--- src/hw/rtl/osa_pkg.sv ---
// Shared request and response types and codes for the ordered slot allocator.
`timescale 1ns / 1ps
`default_nettype none

package osa_pkg;

    localparam logic FUNC_ALLOC = 1'b0;
    localparam logic FUNC_DRAIN = 1'b1;

    localparam logic [1:0] ST_ALLOCATED = 2'd0;
    localparam logic [1:0] ST_REFUSED   = 2'd1;
    localparam logic [1:0] ST_DRAINED   = 2'd2;
    localparam logic [1:0] ST_NONE      = 2'd3;

    typedef struct packed {
        logic       func;
        logic [7:0] order;
    } t_req;

    typedef struct packed {
        logic [6:0] slot;
        logic [6:0] position;
        logic [1:0] status;
        logic       last;
    } t_rsp;

endpackage

`default_nettype wire

--- src/hw/rtl/osa_ram.sv ---
// Generic single-write, single-read RAM with registered read data.
`timescale 1ns / 1ps
`default_nettype none

module osa_ram #(
    parameter int WIDTH = 8,
    parameter int DEPTH = 32
) (
    input  wire logic                     i_clk,
    input  wire logic                     i_we,
    input  wire logic [$clog2(DEPTH)-1:0] i_waddr,
    input  wire logic [WIDTH-1:0]         i_wdata,
    input  wire logic [$clog2(DEPTH)-1:0] i_raddr,
    output logic      [WIDTH-1:0]         o_rdata
);

    logic [WIDTH-1:0] mem [DEPTH];

    always_ff @(posedge i_clk) begin
        if (i_we) begin
            mem[i_waddr] <= i_wdata;
        end
        o_rdata <= mem[i_raddr];
    end

endmodule

`default_nettype wire

--- src/hw/rtl/ordered_slot_allocator_top.sv ---
// Top level of the ordered slot allocator: control FSM around head, tail and link RAMs.
`timescale 1ns / 1ps
`default_nettype none

// Slots 0, 1, 2, ... are handed out by allocate requests and appended to one of LEVELS
// order buckets (order above LEVELS-1 saturates). Drain requests then return the slots
// one per request, lowest bucket first and in allocation order within a bucket, each
// with its draw position; the final drain flags last and empties the store, as does a
// drain that finds nothing. Allocates while full or during a drain are refused.
// States: an allocate passes S_ALLOC, a refusal or an empty drain S_EMIT; a drain
// passes S_STEP, after S_HEAD when it starts the drain sequence and then S_NEXT when
// it moves to the next bucket. Each extra state is a dependent read of the bucket head
// RAM, whose read data is registered. One request is in flight at a time; a finished
// response waits in the output register while the next request is taken.
module ordered_slot_allocator_top #(
    parameter int SLOTS  = 128,
    parameter int LEVELS = 32
) (
    input  wire logic          i_clk,
    input  wire logic          i_rst_n,
    input  wire logic          i_in_valid,
    output logic               o_in_stall,
    input  wire osa_pkg::t_req i_in_req,
    output logic               o_out_valid,
    input  wire logic          i_out_stall,
    output osa_pkg::t_rsp      o_out_rsp
);

    localparam int SW = $clog2(SLOTS);
    localparam int UW = $clog2(SLOTS + 1);
    localparam int LW = $clog2(LEVELS);

    typedef enum logic [5:0] {
        S_IDLE  = 6'b000001,
        S_ALLOC = 6'b000010,
        S_HEAD  = 6'b000100,
        S_STEP  = 6'b001000,
        S_NEXT  = 6'b010000,
        S_EMIT  = 6'b100000
    } t_state;

    t_state        r_state, n_state;
    logic [LEVELS-1:0] r_hv, n_hv;          // bucket head written since last clear
    logic [UW-1:0] r_used, n_used;
    logic          r_draining, n_draining;
    logic [LW-1:0] r_dbucket, n_dbucket;
    logic [SW-1:0] r_dslot, n_dslot;
    logic [6:0]    r_dpos, n_dpos;
    logic [LW-1:0] r_ord, n_ord;
    osa_pkg::t_rsp r_res, n_res;
    logic          r_ov, n_ov;
    osa_pkg::t_rsp r_out, n_out;

    logic          head_we, tail_we, link_we;
    logic [LW-1:0] head_raddr, tail_raddr;
    logic [SW-1:0] link_raddr, link_waddr;
    logic [SW-1:0] head_rdata, tail_rdata, link_rdata;
    logic [SW-1:0] alloc_slot;

    logic          first_found, next_found;
    logic [LW-1:0] first_b, next_b;
    logic          out_free;
    logic          in_acc;
    logic [LW-1:0] sat_ord;

    osa_ram #(.WIDTH(SW), .DEPTH(LEVELS)) u_head_ram (
        .i_clk   (i_clk),
        .i_we    (head_we),
        .i_waddr (r_ord),
        .i_wdata (alloc_slot),
        .i_raddr (head_raddr),
        .o_rdata (head_rdata)
    );

    osa_ram #(.WIDTH(SW), .DEPTH(LEVELS)) u_tail_ram (
        .i_clk   (i_clk),
        .i_we    (tail_we),
        .i_waddr (r_ord),
        .i_wdata (alloc_slot),
        .i_raddr (tail_raddr),
        .o_rdata (tail_rdata)
    );

    osa_ram #(.WIDTH(SW), .DEPTH(SLOTS)) u_link_ram (
        .i_clk   (i_clk),
        .i_we    (link_we),
        .i_waddr (link_waddr),
        .i_wdata (alloc_slot),
        .i_raddr (link_raddr),
        .o_rdata (link_rdata)
    );

    // Lowest nonempty bucket overall, and lowest one above the bucket being drained.
    always_comb begin
        first_found = 1'b0;
        first_b     = '0;
        next_found  = 1'b0;
        next_b      = '0;
        for (int i = LEVELS - 1; i >= 0; i--) begin
            if (r_hv[i]) begin
                first_found = 1'b1;
                first_b     = LW'(i);
                if (LW'(i) > r_dbucket) begin
                    next_found = 1'b1;
                    next_b     = LW'(i);
                end
            end
        end
    end

    assign alloc_slot = r_used[SW-1:0];
    assign out_free   = !r_ov || !i_out_stall;
    assign o_in_stall = (r_state != S_IDLE);
    assign in_acc     = i_in_valid && (r_state == S_IDLE);
    assign sat_ord    = (i_in_req.order > 8'(LEVELS - 1)) ? LW'(LEVELS - 1)
                                                          : i_in_req.order[LW-1:0];
    assign o_out_valid = r_ov;
    assign o_out_rsp   = r_out;

    always_comb begin
        n_state    = r_state;
        n_hv       = r_hv;
        n_used     = r_used;
        n_draining = r_draining;
        n_dbucket  = r_dbucket;
        n_dslot    = r_dslot;
        n_dpos     = r_dpos;
        n_ord      = r_ord;
        n_res      = r_res;
        n_ov       = r_ov && i_out_stall;
        n_out      = r_out;
        head_we    = 1'b0;
        tail_we    = 1'b0;
        link_we    = 1'b0;
        link_waddr = tail_rdata;
        head_raddr = '0;
        tail_raddr = '0;
        link_raddr = '0;

        unique case (r_state)
            S_IDLE: begin
                if (in_acc) begin
                    if (i_in_req.func == osa_pkg::FUNC_ALLOC) begin
                        if (r_draining || r_used >= UW'(SLOTS)) begin
                            n_res   = '{slot: '0, position: '0,
                                        status: osa_pkg::ST_REFUSED, last: 1'b0};
                            n_state = S_EMIT;
                        end else begin
                            n_ord      = sat_ord;
                            tail_raddr = sat_ord;
                            n_state    = S_ALLOC;
                        end
                    end else if (r_draining) begin
                        link_raddr = r_dslot;
                        tail_raddr = r_dbucket;
                        n_state    = S_STEP;
                    end else if (r_used == '0 || !first_found) begin
                        n_hv      = '0;
                        n_used    = '0;
                        n_dbucket = '0;
                        n_dpos    = '0;
                        n_res     = '{slot: '0, position: '0,
                                      status: osa_pkg::ST_NONE, last: 1'b0};
                        n_state   = S_EMIT;
                    end else begin
                        n_draining = 1'b1;
                        n_dbucket  = first_b;
                        n_dpos     = '0;
                        head_raddr = first_b;
                        n_state    = S_HEAD;
                    end
                end
            end

            S_ALLOC: begin
                tail_we = 1'b1;
                if (r_hv[r_ord]) begin
                    link_we = 1'b1;
                end else begin
                    head_we     = 1'b1;
                    n_hv[r_ord] = 1'b1;
                end
                n_used = r_used + UW'(1);
                n_res  = '{slot: 7'(alloc_slot), position: '0,
                           status: osa_pkg::ST_ALLOCATED, last: 1'b0};
                if (out_free) begin
                    n_ov    = 1'b1;
                    n_out   = n_res;
                    n_state = S_IDLE;
                end else begin
                    n_state = S_EMIT;
                end
            end

            S_HEAD: begin
                n_dslot    = head_rdata;
                link_raddr = head_rdata;
                tail_raddr = r_dbucket;
                n_state    = S_STEP;
            end

            S_STEP: begin
                n_dpos = r_dpos + 7'd1;
                n_res  = '{slot: 7'(r_dslot), position: r_dpos,
                           status: osa_pkg::ST_DRAINED, last: 1'b0};
                if (r_dslot != tail_rdata) begin
                    n_dslot = link_rdata;
                end else if (next_found) begin
                    n_dbucket  = next_b;
                    head_raddr = next_b;
                end else begin
                    // final slot: empty the store
                    n_res.last = 1'b1;
                    n_hv       = '0;
                    n_used     = '0;
                    n_draining = 1'b0;
                    n_dbucket  = '0;
                    n_dpos     = '0;
                end
                if (r_dslot == tail_rdata && next_found) begin
                    n_state = S_NEXT;
                end else if (out_free) begin
                    n_ov    = 1'b1;
                    n_out   = n_res;
                    n_state = S_IDLE;
                end else begin
                    n_state = S_EMIT;
                end
            end

            S_NEXT: begin
                n_dslot = head_rdata;
                if (out_free) begin
                    n_ov    = 1'b1;
                    n_out   = r_res;
                    n_state = S_IDLE;
                end else begin
                    n_state = S_EMIT;
                end
            end

            S_EMIT: begin
                if (out_free) begin
                    n_ov    = 1'b1;
                    n_out   = r_res;
                    n_state = S_IDLE;
                end
            end

            default: begin
                n_state = S_IDLE;
            end
        endcase
    end

    always_ff @(posedge i_clk) begin
        if (!i_rst_n) begin
            r_state    <= S_IDLE;
            r_hv       <= '0;
            r_used     <= '0;
            r_draining <= 1'b0;
            r_dbucket  <= '0;
            r_dpos     <= '0;
            r_ov       <= 1'b0;
        end else begin
            r_state    <= n_state;
            r_hv       <= n_hv;
            r_used     <= n_used;
            r_draining <= n_draining;
            r_dbucket  <= n_dbucket;
            r_dpos     <= n_dpos;
            r_ov       <= n_ov;
        end
    end

    always_ff @(posedge i_clk) begin
        r_dslot <= n_dslot;
        r_ord   <= n_ord;
        r_res   <= n_res;
        r_out   <= n_out;
    end

endmodule

`default_nettype wire

--- config.mk ---
export PLATFORM = sky130hd
export DESIGN_NAME = ordered_slot_allocator_top
export DESIGN_NICKNAME = d
export VERILOG_FILES = /design/src/hw/rtl/osa_pkg.sv /design/src/hw/rtl/osa_ram.sv /design/src/hw/rtl/ordered_slot_allocator_top.sv
export SDC_FILE = /design/constraint.sdc
export NUM_CORES = 2
export LEC_CHECK = 0
export CAP_MARGIN = 10
export CORE_MARGIN = 2
export CORE_UTILIZATION = 60
export CTS_BUF_LIST = sky130_fd_sc_hd__clkbuf_8
export DETAILED_ROUTE_END_ITERATION = 10
export DONT_BUFFER_PORTS = 1
export PLACE_DENSITY = 0.84
export SLEW_MARGIN = 10
export SYNTH_ARGS = -nofsm -noshare
export SYNTH_HDL_FRONTEND = slang
export SYNTH_SLANG_ARGS = --single-unit
--- constraint.sdc ---
create_clock -name i_clk -period 6.4 [get_ports i_clk]
set_clock_uncertainty 0.05 [all_clocks]
set_input_delay 0.64 -clock i_clk [delete_from_list [all_inputs] [get_ports i_clk]]
set_output_delay 0.64 -clock i_clk [all_outputs]
set_load 0.02 [all_outputs]
==> report_table.html <==
<table>
<tr><th>Metric</th><th>Value</th></tr>
<tr><th colspan="2">Logic synthesis</th></tr>
<tr><td>Yosys Warn Count</td><td>0</td></tr>
<tr><td>Post-synthesis cell type with the largest combined area</td><td>edfxtp_1</td></tr>
<tr><td>Most used flip-flop cell after synthesis</td><td>edfxtp_1</td></tr>
<tr><td>Count of cell types in the netlist</td><td>95</td></tr>
<tr><td>Sequential-to-total area share from yosys stat</td><td>0.7071</td></tr>
<tr><td>Leading post-synthesis cells by cell area</td><td>edfxtp_1 (68%), nand2_1 (6.9%), nand3_1 (2.8%), dfxtp_1 (2.6%), nor2_1 (2.0%)</td></tr>
<tr><td>Count of mapped cells out of synthesis</td><td>4840</td></tr>
<tr><td>Synth Area per Inst</td><td>12.67 um2</td></tr>
<tr><td>Flops &amp; latches, synth</td><td>1471</td></tr>
<tr><td>Count of flip-flops with a built-in enable after synthesis</td><td>1390</td></tr>
<tr><td>Syn Nets</td><td>4856</td></tr>
<tr><td>Ys async rst share</td><td>0</td></tr>
<tr><td>Share of the synthesized area in the top cell type</td><td>0.6806</td></tr>
<tr><td>Mapped Area</td><td>61330 um2</td></tr>
<tr><th colspan="2">Floorplanning</th></tr>
<tr><td>Area inside the core boundary</td><td>101600 um2</td></tr>
<tr><td>Chip height</td><td>323.7 um</td></tr>
<tr><td>Total die area</td><td>104800 um2</td></tr>
<tr><td>Initial core utilization</td><td>0.6036</td></tr>
<tr><td>Horizontal die dimension</td><td>323.7 um</td></tr>
<tr><td>I/O pin count</td><td>32</td></tr>
<tr><td>Standard-cell rows</td><td>117</td></tr>
<tr><th colspan="2">Finish</th></tr>
<tr><td>Layout overhead on the synthesized area</td><td>8.694%</td></tr>
<tr><td>Layout cells sized above 1</td><td>0.09096</td></tr>
<tr><td>Fin cells</td><td>6352</td></tr>
<tr><td>Final core utilization</td><td>0.6561</td></tr>
<tr><td>Net count reported at finish</td><td>4826</td></tr>
<tr><td>Final-layout fill cell count</td><td>6835</td></tr>
<tr><th colspan="2">Power and ir drop</th></tr>
<tr><td>Leakage power summed over all cells</td><td>22.83 nW</td></tr>
<tr><td>Largest vdd supply drop</td><td>0.3818 mV</td></tr>
<tr><td>Ratio of total power to cell area</td><td>273.7 nW/um2</td></tr>
<tr><th colspan="2">Clocking</th></tr>
<tr><td>Setup Fix Bufs, Post-CTS</td><td>0</td></tr>
<tr><td>Clock latency reported for the late side of the worst-skew pair</td><td>0.89 ns</td></tr>
<tr><td>Maximum buffer depth of the clock tree</td><td>3</td></tr>
<tr><td>Number of buffers inserted by hold repair at cts</td><td>12</td></tr>
<tr><td>Quantity of gates resized following cts</td><td>0</td></tr>
<tr><td>CTS tree</td><td>done</td></tr>
<tr><td>Root buffer cell</td><td>clkbuf_8</td></tr>
<tr><td>H-Tree Level Count</td><td>4</td></tr>
<tr><td>Register clock-pin slew on the reported worst setup and hold paths</td><td>0.06 ns</td></tr>
<tr><td>Number of buffers created by CTS</td><td>214</td></tr>
<tr><td>Count of clock tree sinks</td><td>1471</td></tr>
<tr><th colspan="2">Critical path</th></tr>
<tr><td>Largest fanout of any net on the critical path</td><td>31</td></tr>
<tr><td>Start-to-end type of the worst setup path</td><td>flop to flop</td></tr>
<tr><td>Critical Path Source Type</td><td>flop</td></tr>
<tr><td>Path depth of the worst reg2reg path</td><td>11</td></tr>
<tr><td>Data arrival time of the critical path</td><td>5.57 ns</td></tr>
<tr><td>Data required time at the worst endpoint</td><td>7.16 ns</td></tr>
<tr><td>Element type at the critical path end</td><td>flop</td></tr>
<tr><th colspan="2">Min path</th></tr>
<tr><td>Min-Delay Path Class</td><td>primary input to flop</td></tr>
<tr><td>Worst Hold Depth</td><td>2</td></tr>
<tr><th colspan="2">GRT</th></tr>
<tr><td>Via count of the first global-routing pass</td><td>39393</td></tr>
<tr><td>Initial antenna violation count</td><td>4</td></tr>
<tr><td>Aggregate global-route resource usage</td><td>0.2940</td></tr>
<tr><td>Pin count of the biggest net entering global routing</td><td>169</td></tr>
<tr><td>First-pass GRT wire length</td><td>233.0 mm</td></tr>
<tr><td>Grt ovf</td><td>0</td></tr>
<tr><th colspan="2">Drt</th></tr>
<tr><td>Residual antenna-violating net count after detailed routing</td><td>0</td></tr>
<tr><td>Number of DRC markers after the initial detailed-route iteration</td><td>6907</td></tr>
<tr><td>Routed WL</td><td>155.3 mm</td></tr>
<tr><td>Average wire per standard cell</td><td>24.45 um</td></tr>
<tr><td>Iteration count of the initial detailed-routing pass</td><td>10</td></tr>
<tr><td>Number of remaining DRC errors</td><td>1</td></tr>
<tr><td>Post-detailed-route via-to-cell ratio</td><td>6.493</td></tr>
<tr><td>DR vias</td><td>41244</td></tr>
<tr><th colspan="2">STA</th></tr>
<tr><td>Total Negative Setup Slacks</td><td>0 ns</td></tr>
<tr><td>Number of pins exceeding their max-slew limit in the final report</td><td>0</td></tr>
<tr><td>Post-layout worst setup margin</td><td>1.586 ns</td></tr>
<tr><td>Minimum clock period after layout</td><td>4.814 ns</td></tr>
<tr><td>Setup-violating endpoint count in the final report</td><td>0</td></tr>
<tr><td>Final worst path period share</td><td>0.7522</td></tr>
<tr><td>RSZ-0062 raised after global routing</td><td>no</td></tr>
<tr><td>Normalized max-slew margin</td><td>0.1737</td></tr>
<tr><td>Worst Tran Pin Value</td><td>1.240 ns</td></tr>
<tr><td>Fin Hold WS</td><td>0.07663 ns</td></tr>
<tr><td>Fmax</td><td>0.2077 GHz</td></tr>
<tr><td>Final count of hold timing violations</td><td>0</td></tr>
<tr><th colspan="2">Placed design</th></tr>
<tr><td>HPWL after detailed placement</td><td>91.37 mm</td></tr>
<tr><td>Port-buffer cells</td><td>0</td></tr>
<tr><td>Placed insts</td><td>5950</td></tr>
<tr><td>Worst-case setup slack after placement</td><td>1.721 ns</td></tr>
<tr><td>Final weighted congestion of routability-driven global placement</td><td>0.9264</td></tr>
<tr><th colspan="2">Run status</th></tr>
<tr><td>Failing checks</td><td>DRC</td></tr>
<tr><td>Result of the run</td><td>complete, but fails checks</td></tr>
<tr><th colspan="2">Flow run</th></tr>
<tr><td>Max-capacitance violation count</td><td>0</td></tr>
</table>
-- kinds of logic (layout without fill, tap and decap cells) --
logic type / count (synthesis) / in the layout / synth area share
adders and majority gates: 3 / 3 / 0.0006121
muxes: 143 / 143 / 0.02626
xor gates and xnor gates: 17 / 17 / 0.002428
buffers and inverters: 343 / 483 / 0.02377
other: 0 / 4 / 0
AOI/OAI and AO/OA: 700 / 700 / 0.08337
DFF: 1471 / 1471 / 0.7071
and+or+nand+nor: 2163 / 2163 / 0.1565
-- report_power, final --
part	switching (mW)	internal (mW)	total [mW]	leakage, nW
Clock	3.58	3.54	7.12	2.34
Sequential	0.0904	10.5	10.6	14.9
Combinational	0.415	0.151	0.566	5.64
-- synth_stat cells, types with 7 or more instances --
cell type     n
buf_1        46
o211ai_1     36
mux2i_1      90
nand3b_1      8
nand4_1      14
a32oi_1      13
a21oi_1     111
nor2_1      324
nor4_1       21
nand2_1    1134
or4_1         7
and4_1        9
clkbuf_1    215
edfxtp_1   1390
buf_2        34
dfxtp_1      81
a22oi_1      27
inv_1        20
xor2_1       12
a211oi_1     88
o22ai_1      27
a311oi_1    126
o21ai_0      47
a311o_1       8
a221o_1       7
buf_4        20
nand3_1     348
or2_2         7
and2_1       24
and3_1      107
a31oi_1     106
buf_6         7
nand2b_1     20
mux4_2       10
mux2_2       43
nor2b_1      79
a22o_1        7
nor3_1       19
a21o_1       30
-- sequential cells by signal, indices dropped and copies added (netlist names), 7 cells and up --
name / cells
u_tail_ram.o_rdata: 7
u_head_ram.o_rdata: 7
r_hv: 32
u_head_ram.mem: 224
u_link_ram.mem: 896
u_link_ram.o_rdata: 7
u_tail_ram.mem: 224
r_dslot: 7
r_dpos: 7
o_out_rsp: 17
r_used: 8
r_res: 17
-- per-layer routing --
metal	GRT usage	routed length, um	vias to the layer above
met1	0.3975	56130	19940
met3	0.06118	18750	436
li1	-	-	17980
met5	0	47	-
met2	0.4687	74060	2882
met4	0.1223	6308	6
-- layout make-up --
| class | instances | area [um2] | share of cell area |
|---|---|---|---|
| sequential | 1471 | 43390 | 0.6509 |
| inverter | 21 | 78.83 | 0.001183 |
| clock buffer | 227 | 3124 | 0.04687 |
| timing repair buffer | 76 | 825.8 | 0.01239 |
| clock inverter | 159 | 905.9 | 0.01359 |
| multi-input combinational | 3026 | 16610 | 0.2492 |
| antenna | 4 | 10.01 | 0.0001502 |
| tap | 1368 | 1712 | 0.02568 |
-- cell usage in the layout (no fill, tap or decap), types with 8 or more instances in the layout --
cell,netlist,layout
a211oi_1,88,88
a21o_1,30,29
a21oi_1,111,110
a22oi_1,27,22
a311o_1,8,8
a311oi_1,126,126
a31oi_1,106,106
a32oi_1,13,13
and2_1,24,24
and3_1,107,107
and4_1,9,9
buf_12,0,18
buf_4,20,46
clkbuf_8,0,227
clkinv_1,1,42
clkinv_2,0,23
dfxtp_1,81,74
dlygate4sd3_1,0,12
edfxtp_1,1390,1390
inv_1,20,94
mux2_2,43,43
mux2i_1,90,90
mux4_2,10,10
nand2_1,1134,1133
nand2b_1,20,20
nand3_1,348,346
nand3b_1,8,8
nand4_1,14,14
nor2_1,324,324
nor2b_1,79,79
nor3_1,19,19
nor4_1,21,21
o211ai_1,36,36
o21ai_0,47,45
o22ai_1,27,27
xor2_1,12,12
-- worst paths after layout --
kind           startpoint                    end  slack, ns
max          r_dbucket[4]  u_head_ram.o_rdata[2]       1.59
min            i_in_valid             r_state[1]       0.08
max reg2reg  r_dbucket[4]  u_head_ram.o_rdata[2]       1.59
min reg2reg     r_dpos[6]              r_dpos[6]       0.44
-- worst max-delay path, stage by stage (launching register included) --
cell and delay, ns:
dfxtp_1 0.86, inv_1 0.46, and3_1 0.31, a221oi_1 0.22
nand3_1 0.12, o311ai_2 0.49, a41o_2 0.80, buf_4 0.41
mux2i_1 0.23, o22ai_1 0.10, nor4_1 0.47, and2_1 0.19
-- through the flow --
step	power (mW)	instance area, um2
6_report	18.24	66660
5_1_grt	18.68	66660
4_1_cts	18.22	66650
3_5_place_dp	11.30	62500
3_3_place_gp	11.28	62500
2_1_floorplan	11.09	61330
Power figures use the tool's default switching activity.
